### src/rtl/core/lfsta_pkg.sv
// ----------------------------------------------------------------------------
// lfsta_pkg
// shared types for the lowest free slot timed allocator
// ----------------------------------------------------------------------------
package lfsta_pkg;

  localparam int TIME_W = 16;
  localparam int SLOT_W = 6;

  typedef struct packed {
    logic [TIME_W-1:0] arrival;
    logic [TIME_W-1:0] departure;
    logic              is_target;
  } lfsta_in_t;

  typedef struct packed {
    logic [SLOT_W-1:0] slot;
    logic              none_free;
    logic              target_echo;
  } lfsta_out_t;

  // request moving along the row of slot cells
  typedef struct packed {
    logic              valid;
    logic [TIME_W-1:0] arrival;
    logic [TIME_W-1:0] departure;
    logic              is_target;
    logic              found;
    logic [SLOT_W-1:0] slot;
  } lfsta_tok_t;

endpackage

### src/rtl/core/lfsta_cell.sv
// ----------------------------------------------------------------------------
// lfsta_cell
// one slot: holds its release time, grants a passing request if free
// ----------------------------------------------------------------------------
module lfsta_cell #(
  parameter int IDX = 0
) (
  input  logic               clk,
  input  logic               rst_n,
  input  logic               adv,
  input  lfsta_pkg::lfsta_tok_t tok_in,
  output lfsta_pkg::lfsta_tok_t tok_out
);
  import lfsta_pkg::*;

  localparam logic [SLOT_W-1:0] CELL_SLOT = SLOT_W'(IDX);

  logic [TIME_W-1:0] rel_r;
  logic              vld_r;
  lfsta_tok_t        tok_r;
  lfsta_tok_t        tok_nxt;
  logic              take;

  assign take = tok_in.valid && !tok_in.found && (rel_r <= tok_in.arrival);

  always_comb begin
    tok_nxt = tok_in;
    if (take) begin
      tok_nxt.found = 1'b1;
      tok_nxt.slot  = CELL_SLOT;
    end
  end

  always_ff @(posedge clk) begin
    if (!rst_n) begin
      rel_r <= '0;
      vld_r <= 1'b0;
    end else if (adv) begin
      vld_r <= tok_in.valid;
      if (take) begin
        rel_r <= tok_in.departure;
      end
    end
  end

  always_ff @(posedge clk) begin
    if (adv) begin
      tok_r <= tok_nxt;
    end
  end

  always_comb begin
    tok_out       = tok_r;
    tok_out.valid = vld_r;
  end

endmodule

### config.mk
export PLATFORM = sky130hd
export DESIGN_NAME = lfsta_cell
export DESIGN_NICKNAME = d
export VERILOG_FILES = /design/src/rtl/core/lfsta_pkg.sv /design/src/rtl/core/lfsta_cell.sv
export SDC_FILE = /design/constraint.sdc
export NUM_CORES = 1
export LEC_CHECK = 0
export BUFFER_PORTS_ARGS = -buffer_cell sky130_fd_sc_hd__buf_4
export CORE_MARGIN = 4
export CORE_UTILIZATION = 45
export CTS_CLUSTER_DIAMETER = 150
export DETAILED_ROUTE_END_ITERATION = 10
export GPL_ROUTABILITY_DRIVEN = 0
export PLACE_DENSITY = 0.78
export RECOVER_POWER = 50
export SLEW_MARGIN = 25
export SYNTH_ARGS = -nofsm -noshare
export SYNTH_HDL_FRONTEND = slang
export SYNTH_SLANG_ARGS = --single-unit
export TNS_END_PERCENT = 10
### constraint.sdc
create_clock -name clk -period 7.7 [get_ports clk]
set_clock_uncertainty 0.05 [all_clocks]
set_input_delay 0.77 -clock clk [delete_from_list [all_inputs] [get_ports clk]]
set_output_delay 0.77 -clock clk [all_outputs]
set_load 0.01 [all_outputs]
# == Word level (Yosys, flattened, before mapping) ==
# Cells that the tools add are included.
# op_classes
n_reduce_logical,4
n_lt_le_gt_ge,1
# op_table
operator,count
<= comparator 16 bit,1
logical AND 1 bit,2
AND reduction 2 bit,1
logical NOT 1 bit,1
# word_totals
regBits,57
word_cells,12
output_inout_bits,41

# == Depth between registers and ports, before layout ==
# logic_depth
depth_word,4
ltp_mapped,9
ltp_nobuf,8

# == Worst setup path after synthesis ==
# Ideal clock, no wire load.
# synth_timing
kind,input port to flip-flop
start,input port tok_in[37] (netlist name)
end,register rel_r[10]
setup_time_ps,72
stages,9
arrival_time_ps,2839
setup_slack_ps,4740
path_cell_list,inv_1 -> ha_1 -> a21oi_1 -> o21ai_1 -> or4_1 -> a211o_1 -> a211oi_4 -> buf_6 -> mux2i_1
# synth_between
elab_chain_len,3
# synth_lines
element,line_no,source
"start, declared",lfsta_cell.sv:11,"input lfsta_pkg::lfsta_tok_t tok_in,"
<= comparator 16 bit,lfsta_cell.sv:24,assign take = tok_in.valid && !tok_in.found && (rel_r <= tok_in.arrival);
logical AND 1 bit,lfsta_cell.sv:24,
AND reduction 2 bit (no source line),-,
"end signal, assigned",lfsta_cell.sv:41,rel_r <= tok_in.departure;
"end, declared",lfsta_cell.sv:18,logic [TIME_W-1:0] rel_r;
# Every way passes these cells.
# A chain may end at the register's enable or synchronous reset.

# == Worst setup path after layout ==
# layout_timing
start,input port adv
end,register rel_r[0]
# layout_between
elab_chain_len,1
# layout_lines
element,line_no,source
"start, declared",lfsta_cell.sv:10,"input logic adv,"
AND reduction 2 bit (no source line),-,
# Every way passes these cells.

==> results.md <==
- P_sw: roughly 160 uW
- # setup viols final: 0
- Crit path DAT: 3590 ps
- FMAX: about 300 MHz
- P per Cell Area: roughly 220 nW/um^2
- CTS root buf: clkbuf_8
- CTS-repair resized insts: 0
- Synth area leaders: edfxtp_1 (51%), dfxtp_1 (14%), ha_1 (8.5%)
- Sequential share of the synthesized area: 65.6%
- Top Layer Used: met4
- CTS Hold Bufs: 0
- Synth-to-Final Area Change: 35.5%
- Worst Tran Pin Value: 2220 ps
- Post-DRT Antenna Nets: 0
- Filler cell count: approximately 450
- Slew Limit Fails: 43
- Seq pwr share: 50.1%
- Hold Path End: rel_r[5]$_SDFFE_PN0P_
- Die Height: ~80 um
- Largest net degree at the start of global routing: 43
- Static leakage: 1.39 nW
- Fin Hold WS: 416 ps
- Pre-antenna DRT Iters: 4
- Iter 0 DRT Violations: 56
- Post-Syn Area: 2350 sq um
- Die area: approximately 6400 sq um
- Initial Util: 46.3%
- Post-Synth Adder-Cell Area: under 10%
- Cell taking the most area after synthesis: edfxtp_1
- Critical path type: in -> reg
- TritonCTS Buffers: 9
- CP Launch Type: primary input
- Relative slew slack: -48.2%
- Post-Route M1 WL: roughly 1900 um
- Worst r2r dst: rel_r[0]$_SDFFE_PN0P_
- Vias per cell: between 4 and 5
- Total Routing Usage GR: 15.7%
- Drt wl/cell: around 14 um
- Internal: 553 uW
- Post-layout util: between 60 and 70%
- Fin crit period: between 3000 and 4000 ps
- Unique masters post-synth: 25
- Post-Synthesis Cells: between 150 and 200
- R2r setup slk: roughly 5000 ps
- Largest family of logic cells by synthesized area: simple AND/OR/NAND/NOR gates
- Run status: complete, but fails checks
- Worst skew pair latency: approximately 330 ps
- Number of diodes: 0
- Final Hold Fails: 0
- GRT overflow: 0
- Wire length on met2: ~2400 um
- Detailed-routed wire length on met3: roughly 300 um
- Synth top area share: about half
- Switch share: approximately 22%
- Hold Crit Class: reg -> reg
- Aggregate negative setup slack: 0 ps
- # H-tree levels: 3
- Maxcap violations: 1
- Worst r2r src: rel_r[13]$_SDFFE_PN0P_
- Clock share of power: around two fifths
- Top-level I/O count: between 80 and 90
- Max IR drop VDD: ~0.00011 V
- Final net count: between 300 and 400
- Failing checks: capacitance limit, slew limit
- Mux share of post-synthesis cell area: under 10%
- Post-synthesis xor/xnor area fraction: 0%
- Critical Path Sink Type: register
- Routed WL: between 4000 and 5000 um
- Detailed placement HPWL: between 3000 and 4000 um
- Syn_nets: between 200 and 250
- FF/Latch Area: around 1500 sq um
- Combinational power share: about 11%
- DR vias: between 1500 and 2000
- CTS Buffer Depth: 2
- Ratio of final minimum period to clock period: 43.9%
- Clock slew at reported path FFs: approximately 60 ps
- Initial antenna violation count: 0
- # clock sinks: 57
- Hold Path Origin: rel_r[5]$_SDFFE_PN0P_
- Commonest non-fill, non-tap cell in the layout: buf_4
- Worst Hold Depth: 2
- Multi-input logic area: 707 sq um
- Avg Inst Size Synth: ~13 sq um
- First-pass GRT wire length: about 7500 um
- CTS tree: yes
- FP Rows: 26
- FF+latch count, synth: 57
- DR DRC count: 0
- Fraction of layout instances using a drive strength above 1: between 30% and 40%
- Count of input and output buffers: 84
- Reg2Reg Depth: 8
- Synth Warn #: 0
- Simple-gate portion of the synthesized area: 10.5%
- Die Wd: 80.3 um
- Area of the core: about 5100 sq um
- Unrepaired setup endpoints after global routing: false
- CP max FO: 42
- Required @ worst endpoint: between 7000 and 8000 ps
- Vias in the first global route: around 1700
- Most frequent cells in the layout: buf_4 (50), edfxtp_1 (40), nand2_1 (39)
- # Post-CTS Setup Buffers: 0
- Post-synthesis compound-gate area fraction: under 10%
==> cell usage after synthesis, drive strengths merged <==
cell type   n
a211o       1
a21oi       7
nand4       2
nor3        1
mux2i      17
edfxtp     40
or4         1
nand2      39
nor2b       7
a2111oi     1
or2         1
nor4        1
ha         16
nor2        2
o21ai       2
inv        18
buf         2
dfxtp      17
a211oi      1
nand2b      1
clkbuf      4
a21o        1
nand3       1
==> worst max-delay path by stage <==
stage	from	to	slack (ps)	depth (start not counted)
after floorplan	tok_in[37]	rel_r[10]$_SDFFE_PN0P_	4740	9
after global placement	tok_in[39]	rel_r[3]$_SDFFE_PN0P_	4240	9
after detailed placement	tok_in[37]	rel_r[0]$_SDFFE_PN0P_	4170	9
after CTS	tok_in[37]	rel_r[0]$_SDFFE_PN0P_	4510	9
after global routing	adv	rel_r[0]$_SDFFE_PN0P_	3990	5
final	adv	rel_r[0]$_SDFFE_PN0P_	4320	5
==> power groups by stage <==
| stage | Combinational, mW | Clock, mW | Sequential, mW |
|---|---|---|---|
| finish | 0.0797 | 0.275 | 0.356 |
| global route | 0.0879 | 0.298 | 0.358 |
| CTS | 0.0850 | 0.280 | 0.356 |
| detailed placement | 0.0848 | 0 | 0.363 |
| global placement | 0.0831 | 0 | 0.362 |
| floorplan | 0.0234 | 0 | 0.371 |
==> flip-flops by register name (all words and copies together) (netlist names) <==
| signal | cells |
|---|---|
| tok_out | 40 |
| rel_r | 16 |
| vld_r | 1 |
==> through the flow <==
step                cells  area (sq um)  total power [mW]  setup slack, ps
CTS                   347          3240             0.721             4510
detailed placement    331          3030             0.447             4170
global route          348          3180             0.744             3990
finish                348          3180             0.711             4320
floorplan             183          2350             0.395             4740
global placement      331          3030             0.445             4240
==> cells by family after synthesis <==
logic type / count (synthesis)
buffers and inverters: 24
multiplexers: 17
AO/OA/AOI/OAI: 13
adder cells (fa/ha/maj): 16
AND/OR/NAND/NOR: 56
flip-flops: 57
==> layer usage <==
layer / GRT usage (%) / vias up
li1: - / 815
met1: 16.8 / 754
met2: 27.3 / 51
met3: 5.16 / 10
met4: 8.11 / 0
met5: 0 / -
==> critical path, cell delays in order <==
cell      delay [ps]
clkbuf_1        1560
inv_1            250
a211oi_4         530
buf_6            250
mux2i_1          200
==> final cells by class <==
cell class | count | area share (%)
clock buffer | 15 | 6.21
timing repair buffer | 85 | 18.2
multi-input combinational | 102 | 22.2
sequential | 57 | 48.4
clock inverter | 1 | 0.157
tap | 70 | 2.75
inverter | 18 | 2.12
(Power assumes the default switching activity.)
